[src/design/tst_pkg.sv]
`timescale 1ns / 1ps
`default_nettype none
// ----------------------------------------------------------------------------
// tst_pkg
// Shared types and constants of the software timer table: request codes,
// slot layout and the word types passed from the scan engine to the emitter.
// ----------------------------------------------------------------------------
package tst_pkg;

   localparam int NUM_TIMERS_DEFAULT = 16;
   localparam int MAX_RESULTS        = 16;
   localparam int FILL_W             = $clog2(MAX_RESULTS + 1);
   localparam int BUF_W              = $clog2(MAX_RESULTS);

   typedef enum logic [1:0] {
      REQ_TICK     = 2'd0,
      REQ_PERIODIC = 2'd1,
      REQ_ONESHOT  = 2'd2,
      REQ_CLEAR    = 2'd3
   } tst_req_kind_type;

   typedef enum logic {
      STATUS_OK   = 1'b0,
      STATUS_FULL = 1'b1
   } tst_status_type;

   typedef struct packed {
      logic [15:0] id;
      logic [31:0] interval;
      logic [47:0] deadline;
      logic        periodic;
   } tst_slot_type;

   typedef struct packed {
      logic        valid;
      logic [15:0] id;
   } tst_push_type;

   typedef struct packed {
      logic           valid;
      logic [15:0]    new_id;
      tst_status_type status;
      logic [4:0]     count;
   } tst_done_type;

endpackage
`default_nettype wire

[src/design/tst_req_if.sv]
`timescale 1ns / 1ps
`default_nettype none
// ----------------------------------------------------------------------------
// tst_req_if
// Request channel: valid/ready handshake with the request word.
// ----------------------------------------------------------------------------
interface tst_req_if;
   logic        valid;
   logic        ready;
   logic [1:0]  req_type;
   logic [47:0] now_ms;
   logic [31:0] interval_ms;
   logic [15:0] clear_id;

   modport source (output valid, output req_type, output now_ms, output interval_ms,
                   output clear_id, input ready);
   modport sink   (input valid, input req_type, input now_ms, input interval_ms,
                   input clear_id, output ready);
endinterface
`default_nettype wire

[src/design/tst_rsp_if.sv]
`timescale 1ns / 1ps
`default_nettype none
// ----------------------------------------------------------------------------
// tst_rsp_if
// Response channel: valid/ready handshake with the result word.
// ----------------------------------------------------------------------------
interface tst_rsp_if;
   logic        valid;
   logic        ready;
   logic        fired;
   logic [15:0] fired_id;
   logic [15:0] new_id;
   logic        status;
   logic [4:0]  active_count;
   logic        last;

   modport source (output valid, output fired, output fired_id, output new_id,
                   output status, output active_count, output last, input ready);
   modport sink   (input valid, input fired, input fired_id, input new_id,
                   input status, input active_count, input last, output ready);
endinterface
`default_nettype wire

[src/design/tst_scan.sv]
`timescale 1ns / 1ps
`default_nettype none
// ----------------------------------------------------------------------------
// tst_scan
// Slot memory and sequencer. One saturating adder is shared between creation
// and the per-slot tick scan, which also uses the one deadline compare; the
// tick/clear scan also compacts the table in place.
// ----------------------------------------------------------------------------
module tst_scan #(
   parameter int NUM_TIMERS = tst_pkg::NUM_TIMERS_DEFAULT
) (
   input  wire logic           clock,
   input  wire logic           reset,
   tst_req_if.sink             req_chan,
   input  wire logic           emit_free,
   output tst_pkg::tst_push_type push,
   output tst_pkg::tst_done_type done
);
   import tst_pkg::*;

   localparam int CW = $clog2(NUM_TIMERS + 1);
   localparam int IW = (NUM_TIMERS > 1) ? $clog2(NUM_TIMERS) : 1;

   typedef enum logic [4:0] {
      S_IDLE   = 5'b00001,
      S_CREATE = 5'b00010,
      S_READ   = 5'b00100,
      S_EVAL   = 5'b01000,
      S_DONE   = 5'b10000
   } tst_state_type;

   tst_state_type    state_ff, state_in;
   logic [CW-1:0]    cnt_ff, cnt_in;
   logic [15:0]      next_id_ff, next_id_in;
   tst_req_kind_type op_ff, op_in;
   logic [47:0]      now_ff, now_in;
   logic [31:0]      iv_ff, iv_in;
   logic [15:0]      cid_ff, cid_in;
   logic [IW-1:0]    rd_ff, rd_in;
   logic [CW-1:0]    wr_ff, wr_in;
   logic [FILL_W-1:0] nfire_ff, nfire_in;
   logic [15:0]      new_id_ff, new_id_in;
   tst_status_type   status_ff, status_in;

   tst_slot_type     slot_mem [NUM_TIMERS];
   tst_slot_type     rdata_ff;
   logic             mem_we;
   logic [IW-1:0]    mem_wa;
   tst_slot_type     mem_wd;

   logic [31:0]      add_iv;
   logic [48:0]      add_sum;
   logic [47:0]      add_sat;
   logic             due;
   logic             keep;
   logic             accept;

   assign req_chan.ready = (state_ff == S_IDLE) && emit_free;
   assign accept         = req_chan.valid && req_chan.ready;

   // shared saturating adder and deadline compare
   assign add_iv  = (state_ff == S_CREATE) ? iv_ff : rdata_ff.interval;
   assign add_sum = {1'b0, now_ff} + {17'd0, add_iv};
   assign add_sat = add_sum[48] ? {48{1'b1}} : add_sum[47:0];
   assign due     = (nfire_ff < FILL_W'(MAX_RESULTS)) && (now_ff >= rdata_ff.deadline);

   always_comb begin
      state_in   = state_ff;
      cnt_in     = cnt_ff;
      next_id_in = next_id_ff;
      op_in      = op_ff;
      now_in     = now_ff;
      iv_in      = iv_ff;
      cid_in     = cid_ff;
      rd_in      = rd_ff;
      wr_in      = wr_ff;
      nfire_in   = nfire_ff;
      new_id_in  = new_id_ff;
      status_in  = status_ff;
      mem_we     = 1'b0;
      mem_wa     = wr_ff[IW-1:0];
      mem_wd     = rdata_ff;
      push       = '0;
      done       = '0;
      keep       = 1'b1;
      case (state_ff)
         S_IDLE: begin
            if (accept) begin
               op_in     = tst_req_kind_type'(req_chan.req_type);
               now_in    = req_chan.now_ms;
               iv_in     = req_chan.interval_ms;
               cid_in    = req_chan.clear_id;
               rd_in     = '0;
               wr_in     = '0;
               nfire_in  = '0;
               new_id_in = '0;
               status_in = STATUS_OK;
               if (op_in inside {REQ_PERIODIC, REQ_ONESHOT}) begin
                  if (cnt_ff == CW'(NUM_TIMERS)) begin
                     status_in = STATUS_FULL;
                     state_in  = S_DONE;
                  end else begin
                     state_in = S_CREATE;
                  end
               end else if (cnt_ff == '0) begin
                  state_in = S_DONE;
               end else begin
                  state_in = S_READ;
               end
            end
         end
         S_CREATE: begin
            mem_we          = 1'b1;
            mem_wa          = cnt_ff[IW-1:0];
            mem_wd.id       = next_id_ff;
            mem_wd.interval = iv_ff;
            mem_wd.deadline = add_sat;
            mem_wd.periodic = (op_ff == REQ_PERIODIC);
            new_id_in       = next_id_ff;
            next_id_in      = (next_id_ff == 16'hFFFF || next_id_ff == 16'd0) ?
                              16'd1 : next_id_ff + 16'd1;
            cnt_in          = cnt_ff + CW'(1);
            state_in        = S_DONE;
         end
         S_READ: begin
            state_in = S_EVAL;
         end
         S_EVAL: begin
            if (op_ff == REQ_CLEAR) begin
               keep = (rdata_ff.id != cid_ff);
            end else if (due) begin
               push.valid = 1'b1;
               push.id    = rdata_ff.id;
               nfire_in   = nfire_ff + FILL_W'(1);
               if (rdata_ff.periodic) begin
                  mem_wd.deadline = add_sat;
               end else begin
                  keep = 1'b0;
               end
            end
            if (keep) begin
               mem_we = 1'b1;
               wr_in  = wr_ff + CW'(1);
            end
            if (CW'(rd_ff) + CW'(1) == cnt_ff) begin
               cnt_in   = wr_in;
               state_in = S_DONE;
            end else begin
               rd_in    = rd_ff + IW'(1);
               state_in = S_READ;
            end
         end
         S_DONE: begin
            done.valid  = 1'b1;
            done.new_id = new_id_ff;
            done.status = status_ff;
            done.count  = 5'(cnt_ff);
            state_in    = S_IDLE;
         end
         default: begin
            state_in = S_IDLE;
         end
      endcase
   end

   always_ff @(posedge clock) begin
      if (mem_we) begin
         slot_mem[mem_wa] <= mem_wd;
      end
      rdata_ff <= slot_mem[rd_ff];
   end

   always_ff @(posedge clock) begin
      if (reset) begin
         state_ff   <= S_IDLE;
         cnt_ff     <= '0;
         next_id_ff <= 16'd1;
      end else begin
         state_ff   <= state_in;
         cnt_ff     <= cnt_in;
         next_id_ff <= next_id_in;
      end
   end

   always_ff @(posedge clock) begin
      op_ff     <= op_in;
      now_ff    <= now_in;
      iv_ff     <= iv_in;
      cid_ff    <= cid_in;
      rd_ff     <= rd_in;
      wr_ff     <= wr_in;
      nfire_ff  <= nfire_in;
      new_id_ff <= new_id_in;
      status_ff <= status_in;
   end

`ifndef SYNTHESIS
   a_cnt_range: assert property (@(posedge clock) disable iff (reset)
      cnt_ff <= CW'(NUM_TIMERS))
      else $error("entry count beyond table depth");
   a_push_in_eval: assert property (@(posedge clock) disable iff (reset)
      push.valid |-> (state_ff == S_EVAL) && (op_ff == REQ_TICK))
      else $error("fire word outside tick scan");
   a_done_idle: assert property (@(posedge clock) disable iff (reset)
      done.valid |=> (state_ff == S_IDLE))
      else $error("sequencer did not return to idle");
   a_next_id_nonzero: assert property (@(posedge clock) disable iff (reset)
      (state_ff == S_CREATE) |=> (next_id_ff != 16'd0))
      else $error("zero id allocated");
`endif

endmodule
`default_nettype wire

[src/design/tst_emit.sv]
`timescale 1ns / 1ps
`default_nettype none
// ----------------------------------------------------------------------------
// tst_emit
// Fire id buffer and response output register. Collects fire ids during a
// scan, then streams one response word per fire (or a single word) with the
// final table count.
// ----------------------------------------------------------------------------
module tst_emit (
   input  wire logic              clock,
   input  wire logic              reset,
   input  tst_pkg::tst_push_type  push,
   input  tst_pkg::tst_done_type  done,
   output logic                   emit_free,
   tst_rsp_if.source              rsp_chan
);
   import tst_pkg::*;

   logic [15:0]       buf_ff [MAX_RESULTS];
   logic [FILL_W-1:0] fill_ff, fill_in;
   logic [BUF_W-1:0]  rd_ff, rd_in;
   logic              pend_ff, pend_in;
   tst_done_type      sum_ff;
   logic              out_vld_ff, out_vld_in;
   logic              fired_ff;
   logic [15:0]       fired_id_ff;
   logic [15:0]       new_id_ff;
   logic              status_ff;
   logic [4:0]        count_ff;
   logic              last_ff;
   logic              load;
   logic              is_last;

   assign emit_free = !pend_ff;
   assign load      = pend_ff && (!out_vld_ff || rsp_chan.ready);
   assign is_last   = (fill_ff == '0) || (FILL_W'(rd_ff) + FILL_W'(1) == fill_ff);

   always_comb begin
      fill_in    = fill_ff;
      rd_in      = rd_ff;
      pend_in    = pend_ff;
      out_vld_in = out_vld_ff;
      if (rsp_chan.ready) begin
         out_vld_in = 1'b0;
      end
      if (push.valid) begin
         fill_in = fill_ff + FILL_W'(1);
      end
      if (done.valid) begin
         pend_in = 1'b1;
      end
      if (load) begin
         out_vld_in = 1'b1;
         if (is_last) begin
            pend_in = 1'b0;
            rd_in   = '0;
            fill_in = '0;
         end else begin
            rd_in = rd_ff + BUF_W'(1);
         end
      end
   end

   always_ff @(posedge clock) begin
      if (reset) begin
         fill_ff    <= '0;
         rd_ff      <= '0;
         pend_ff    <= 1'b0;
         out_vld_ff <= 1'b0;
      end else begin
         fill_ff    <= fill_in;
         rd_ff      <= rd_in;
         pend_ff    <= pend_in;
         out_vld_ff <= out_vld_in;
      end
   end

   always_ff @(posedge clock) begin
      if (push.valid) begin
         buf_ff[fill_ff[BUF_W-1:0]] <= push.id;
      end
      if (done.valid) begin
         sum_ff <= done;
      end
      if (load) begin
         fired_ff    <= (fill_ff != '0);
         fired_id_ff <= (fill_ff != '0) ? buf_ff[rd_ff] : 16'd0;
         new_id_ff   <= sum_ff.new_id;
         status_ff   <= sum_ff.status;
         count_ff    <= sum_ff.count;
         last_ff     <= is_last;
      end
   end

   assign rsp_chan.valid        = out_vld_ff;
   assign rsp_chan.fired        = fired_ff;
   assign rsp_chan.fired_id     = fired_id_ff;
   assign rsp_chan.new_id       = new_id_ff;
   assign rsp_chan.status       = status_ff;
   assign rsp_chan.active_count = count_ff;
   assign rsp_chan.last         = last_ff;

`ifndef SYNTHESIS
   a_push_room: assert property (@(posedge clock) disable iff (reset)
      push.valid |-> (fill_ff < FILL_W'(MAX_RESULTS)) && !pend_ff)
      else $error("fire buffer overrun");
   a_done_free: assert property (@(posedge clock) disable iff (reset)
      done.valid |-> !pend_ff)
      else $error("summary while previous request pending");
   a_load_progress: assert property (@(posedge clock) disable iff (reset)
      (pend_ff && !out_vld_ff) |=> out_vld_ff)
      else $error("pending word not loaded");
`endif

endmodule
`default_nettype wire

[src/design/software_timer_table_core.sv]
`timescale 1ns / 1ps
`default_nettype none
// ----------------------------------------------------------------------------
// software_timer_table_core
// Table of up to NUM_TIMERS one-shot and periodic software timers.
// ----------------------------------------------------------------------------
// Requests are taken one at a time. A create passes through the create and
// done states to its response. A tick or clear walks the live entries in
// creation order, each with a slot memory read, then evaluate and write back
// (a tick through the shared deadline compare and saturating adder), before
// its first response word; a tick then delivers one word per fire, back to
// back while the receiver is ready. The next request is taken once the
// previous one's last word sits in the output register.
module software_timer_table_core #(
   parameter int NUM_TIMERS = tst_pkg::NUM_TIMERS_DEFAULT
) (
   input wire logic  clock,
   input wire logic  reset,
   tst_req_if.sink   req_chan,
   tst_rsp_if.source rsp_chan
);
   import tst_pkg::*;

   tst_push_type push;
   tst_done_type done;
   logic         emit_free;

   tst_scan #(
      .NUM_TIMERS (NUM_TIMERS)
   ) u_scan (
      .clock     (clock),
      .reset     (reset),
      .req_chan  (req_chan),
      .emit_free (emit_free),
      .push      (push),
      .done      (done)
   );

   tst_emit u_emit (
      .clock     (clock),
      .reset     (reset),
      .push      (push),
      .done      (done),
      .emit_free (emit_free),
      .rsp_chan  (rsp_chan)
   );

endmodule
`default_nettype wire
[src/flat_wrapper.sv]
// flat-port wrapper written by rule: the top's interface ports become plain ports
module software_timer_table_core_flat import tst_pkg::*;
#(
   parameter int NUM_TIMERS = tst_pkg::NUM_TIMERS_DEFAULT
)
  (clock, reset, req_chan_valid, req_chan_req_type, req_chan_now_ms, req_chan_interval_ms, req_chan_clear_id, req_chan_ready, rsp_chan_valid, rsp_chan_fired, rsp_chan_fired_id, rsp_chan_new_id, rsp_chan_status, rsp_chan_active_count, rsp_chan_last, rsp_chan_ready);
  tst_req_if req_chan_i ();
  tst_rsp_if rsp_chan_i ();
  input wire logic clock;
  input wire logic reset;
  input wire logic [$bits(req_chan_i.valid)-1:0] req_chan_valid;
  input wire logic [$bits(req_chan_i.req_type)-1:0] req_chan_req_type;
  input wire logic [$bits(req_chan_i.now_ms)-1:0] req_chan_now_ms;
  input wire logic [$bits(req_chan_i.interval_ms)-1:0] req_chan_interval_ms;
  input wire logic [$bits(req_chan_i.clear_id)-1:0] req_chan_clear_id;
  output wire logic [$bits(req_chan_i.ready)-1:0] req_chan_ready;
  output wire logic [$bits(rsp_chan_i.valid)-1:0] rsp_chan_valid;
  output wire logic [$bits(rsp_chan_i.fired)-1:0] rsp_chan_fired;
  output wire logic [$bits(rsp_chan_i.fired_id)-1:0] rsp_chan_fired_id;
  output wire logic [$bits(rsp_chan_i.new_id)-1:0] rsp_chan_new_id;
  output wire logic [$bits(rsp_chan_i.status)-1:0] rsp_chan_status;
  output wire logic [$bits(rsp_chan_i.active_count)-1:0] rsp_chan_active_count;
  output wire logic [$bits(rsp_chan_i.last)-1:0] rsp_chan_last;
  input wire logic [$bits(rsp_chan_i.ready)-1:0] rsp_chan_ready;
  assign req_chan_i.valid = req_chan_valid;
  assign req_chan_i.req_type = req_chan_req_type;
  assign req_chan_i.now_ms = req_chan_now_ms;
  assign req_chan_i.interval_ms = req_chan_interval_ms;
  assign req_chan_i.clear_id = req_chan_clear_id;
  assign req_chan_ready = req_chan_i.ready;
  assign rsp_chan_valid = rsp_chan_i.valid;
  assign rsp_chan_fired = rsp_chan_i.fired;
  assign rsp_chan_fired_id = rsp_chan_i.fired_id;
  assign rsp_chan_new_id = rsp_chan_i.new_id;
  assign rsp_chan_status = rsp_chan_i.status;
  assign rsp_chan_active_count = rsp_chan_i.active_count;
  assign rsp_chan_last = rsp_chan_i.last;
  assign rsp_chan_i.ready = rsp_chan_ready;
  software_timer_table_core #(.NUM_TIMERS(NUM_TIMERS)) u_core (.clock(clock), .reset(reset), .req_chan(req_chan_i), .rsp_chan(rsp_chan_i));
endmodule
[config.mk]
export PLATFORM = sky130hd
export DESIGN_NAME = software_timer_table_core_flat
export DESIGN_NICKNAME = d
export VERILOG_FILES = /design/src/design/tst_pkg.sv /design/src/design/tst_req_if.sv /design/src/design/tst_rsp_if.sv /design/src/design/tst_scan.sv /design/src/design/tst_emit.sv /design/src/design/software_timer_table_core.sv /design/src/flat_wrapper.sv
export SDC_FILE = /design/constraint.sdc
export NUM_CORES = 2
export LEC_CHECK = 0
export BUFFER_PORTS_ARGS = -buffer_cell sky130_fd_sc_hd__buf_2
export CAP_MARGIN = 20
export CORE_UTILIZATION = 31
export DETAILED_ROUTE_END_ITERATION = 16
export PLACE_DENSITY = 0.44
export SETUP_SLACK_MARGIN = 0.4
export SLEW_MARGIN = 20
export SYNTH_ARGS = -nofsm -noshare
export SYNTH_HDL_FRONTEND = slang
export SYNTH_HIERARCHICAL = 1
export SYNTH_SLANG_ARGS = --single-unit
[constraint.sdc]
create_clock -name clock -period 13.85 [get_ports clock]
set_clock_uncertainty 0.15 [all_clocks]
set_input_delay 1.385 -clock clock [delete_from_list [all_inputs] [get_ports clock]]
set_output_delay 1.385 -clock clock [all_outputs]
set_load 0.02 [all_outputs]
==> results.tsv <==
metric	value	unit
CTS tree	yes	
r2r endpoint	u_core/u_scan/slot_mem[8][13]$_DFFE_PP_	
first-pass GRT wire length	315000	µm
clk_lat worst skew	0.89	ns
root buf cell	clkbuf_16	
post-CTS sizing	0	
DRC	0	
final core occ	36.1	%
R2R cell count	18	
Int Pwr	11.3	mW
CTS sink count	2133	
clock share of power	41.4	%
final setup vio count	0	
Worst EP arrival	7.31	ns
Least-Margin Pin Slew	1.14	ns
vias	39700	
Post-CTS Setup Bufs	0	
Max-Cap Viols	0	
share of power burned in combinational logic	8.0	%
R2R Setup Slk	6.89	ns
worst reg2reg path startpoint	u_core/u_scan/state_ff[0]$_SDFFE_PP1P_	
Hold Crit Class	flop to flop	
CTS buffer count	236	
Yosys warnings	6	
slowest stage delay, CP	0.81	ns
Cell Area, Placed	0.0884	mm²
Mapped Area	0.0830	mm²
sequential fraction of the synthesis area	75.6	%
final worst-path setup slack	6.89	ns
P per Cell Area	153	mW/mm²
CTS Buffer Depth	4	
FMAX	0.144	GHz
crit path cell chain	nor2_1 -> and3_4 -> buf_4 -> nand2_1 -> nand2_1 -> ha_1 -> inv_1 -> fa_1 -> nand2b_1 -> a211oi_2 -> o211ai_2 -> a21oi_2 -> a41o_1 -> a311oi_4 -> o31ai_2 -> buf_4 -> nor2_1 -> a21oi_1	
Rel. slew slack	23.7	%
WL final	220000	µm
async set-reset flop share out of synthesis	0	%
Initial Utilization	31.2	%
ANT nets after route	0	
DR WL/cell	27.6	µm
GRT Residual Overflow	0	
Synth Area per Inst	21.1	µm²
initial antenna violation count	12	
Synth Register Bits	2133	
min Tclk post-route	6.96	ns
WS Path Type	flop to flop	
CTS hold repair buffers	0	
Buffers on Ports	143	
Static Leak	29.8	nW
First DRT Iteration DRCs	3122	
Core Footprint	0.266	mm²
Die Width	519	µm
Hold Crit Depth	0	
final instance area	0.0959	mm²
Worst path slowest cell	a21oi_1	
Syn Nets	4127	
Pre-antenna DRT Iters	8	
Hold Path Origin	u_core/u_emit/sum_ff[17]$_DFFE_PP_	
row count	189	
cells after synthesis	3929	
dpl ws	6.59	ns
RSZ-0062 raised after global routing	false	
Sw Pwr	3.38	mW
GRT Util Overall	16.2	%
CP endpoint kind	flop	
H-tree Lvls	4	
largest net degree at the start of global routing	127	
vias in the first global route	41500	
run status	finished, final reports clean	
Detailed Place HPWL	119000	µm
setup TNS	0	ns
Worst Path Required	14.20	ns
die footprint	0.270	mm²
die span in y	519	µm
Layout Area Growth over Synthesis	15.6	%
hold endpoint	u_core/u_emit/rsp_chan.new_id[11]$_DFFE_PP_	
Tot Pwr	14.6	mW
Worst setup SP type	flop	
Net Sw Frac	23.1	%
Hold Violations, Final	0	
Pins Over Slew Limit	0	
Worst VDD drop	0.000107	V
Most used DFF post-synth	edfxtp_1	
# IOs	144	
Critical Path Start	u_core/u_scan/state_ff[0]$_SDFFE_PP1P_	
layout net count	4425	
Unique masters post-synth	89	
EDFF count, synth	1999	
DR vias/cell	4.99	
layout cells sized above 1	27.4	%
Seq pwr share	50.5	%
peak fanout along the critical path	45	
Final period util	50.2	%
clk slew on worst S/H paths	0.06	ns
RD Place Congestion	0.769	
[flip-flops by register name, indices dropped and copies added (netlist names), 16 cells and up]
register,cells
u_core/u_scan/cid_ff,16
u_core/u_scan/iv_ff,32
u_core/u_emit/rsp_chan.fired_id,16
u_core/u_scan/slot_mem,1552
u_core/u_emit/buf_ff,256
u_core/u_scan/now_ff,48
u_core/u_emit/sum_ff,22
u_core/u_scan/next_id_ff,16
u_core/u_scan/new_id_ff,16
u_core/u_emit/rsp_chan.new_id,16
u_core/u_scan/rdata_ff,97
[area by class of cell]
type,count,area [µm²]
Antenna cell,2,5.00
Clock buffer,320,6440
Clock inverter,109,998
Fill cell,24600,170000
Inverter,73,279
Multi-Input combinational cell,1547,19500
Sequential cell,2133,62700
Tap cell,3533,4420
Timing Repair Buffer,236,1520
[cell usage in the layout (no fill, tap or decap), types with 45 or more instances in the layout]
cell,Yosys,final
dfxtp_1,134,131
clkbuf_16,0,238
ha_1,95,95
clkbuf_1,117,64
o21ai_0,46,45
buf_4,8,81
edfxtp_1,1999,1999
mux4_2,549,549
and2_1,60,60
a21oi_1,59,57
nor2_1,105,80
inv_1,73,71
xnor2_1,48,48
buf_2,16,144
nand2_1,170,170
[cells in the mapped netlist (4+ instances only)]
master	number	area [µm²]
a31oi_1	8	50.1
a22oi_1	4	30.0
and3_1	8	50.1
clkbuf_1	117	439
nand3_1	35	175
buf_4	8	60.1
a22oi_2	29	363
nor4_1	8	50.1
ha_1	95	1190
o21bai_1	4	30.0
nand4_1	14	87.6
dfxtp_1	134	2680
xnor2_1	48	420
nand2_1	170	638
nor3_1	25	125
a21oi_1	59	295
nor4b_1	6	52.6
xor2_1	39	342
o211ai_1	4	30.0
and4_1	5	43.8
edfxtp_1	1999	60000
mux4_2	549	12400
a21o_1	35	263
o22ai_1	22	138
o31ai_2	4	50.1
or3_1	8	50.1
nor3b_1	12	90.1
buf_2	16	80.1
o21a_1	8	60.1
nand2b_1	12	75.1
mux2i_1	37	370
buf_1	30	113
o21ai_0	46	230
nor2b_1	8	50.1
buf_6	4	45.0
a211o_1	5	43.8
inv_1	73	274
a211oi_1	8	60.1
and2_1	60	375
nor2_1	105	394
[power groups by stage]
stage	logic [mW]	registers [mW]	clock network, mW
3_3_place_gp	1.19	7.53	0
6_report	1.18	7.39	6.06
2_1_floorplan	0.773	7.47	0
3_5_place_dp	1.19	7.53	0
4_1_cts	1.20	7.40	6.25
5_1_grt	1.29	7.40	6.47
[cells by family after synthesis]
| kind of cell | after synthesis | synth area share (%) |
|---|---|---|
| xor gates and xnor gates | 87 | 0.918 |
| adders and majority gates | 96 | 1.46 |
| DFF | 2133 | 75.6 |
| AOI/OAI and AO/OA | 285 | 2.58 |
| muxes | 586 | 15.3 |
| buffers and inverters | 249 | 1.22 |
| and+or+nand+nor | 493 | 2.93 |
[metrics by stage]
| stage | hold WS (ns) | cells |
|---|---|---|
| floorplan | 0.250 | 3929 |
| global placement | 0.253 | 7516 |
| detailed placement | 0.255 | 7517 |
| CTS | 0.268 | 7946 |
| global route | 0.272 | 7952 |
| finish | 0.267 | 7953 |
[routing by layer]
| layer | GRT usage [%] | share of wire [%] |
|---|---|---|
| met2 | 25.8 | 47 |
| met5 | 0 | 0.0041 |
| met4 | 3.46 | 1.8 |
| met1 | 23.6 | 47 |
| met3 | 2.06 | 3.8 |
[worst max path at each step]
stage                                                          end  slack (ns)  depth (start not counted)
after floorplan             u_core/u_scan/slot_mem[3][0]$_DFFE_PP_        3.76                          9
after global placement    u_core/u_scan/slot_mem[14][34]$_DFFE_PP_        6.79                         13
after global routing       u_core/u_scan/slot_mem[12][5]$_DFFE_PP_        6.41                         18
after detailed placement   u_core/u_scan/slot_mem[7][21]$_DFFE_PP_        6.59                         16
final                      u_core/u_scan/slot_mem[8][13]$_DFFE_PP_        6.89                         18
after CTS                   u_core/u_scan/slot_mem[5][5]$_DFFE_PP_        6.59                         17
[worst max-delay path: cells and delay by family (launching register included)]
family                     cells  cell delay (ns)
AOI/OAI and AO/OA              7             2.85
adders and majority gates      2             0.69
buffers and inverters          3             1.02
DFF                            1             0.34
and+or+nand+nor                6             1.51
(Power assumes the default switching activity.)
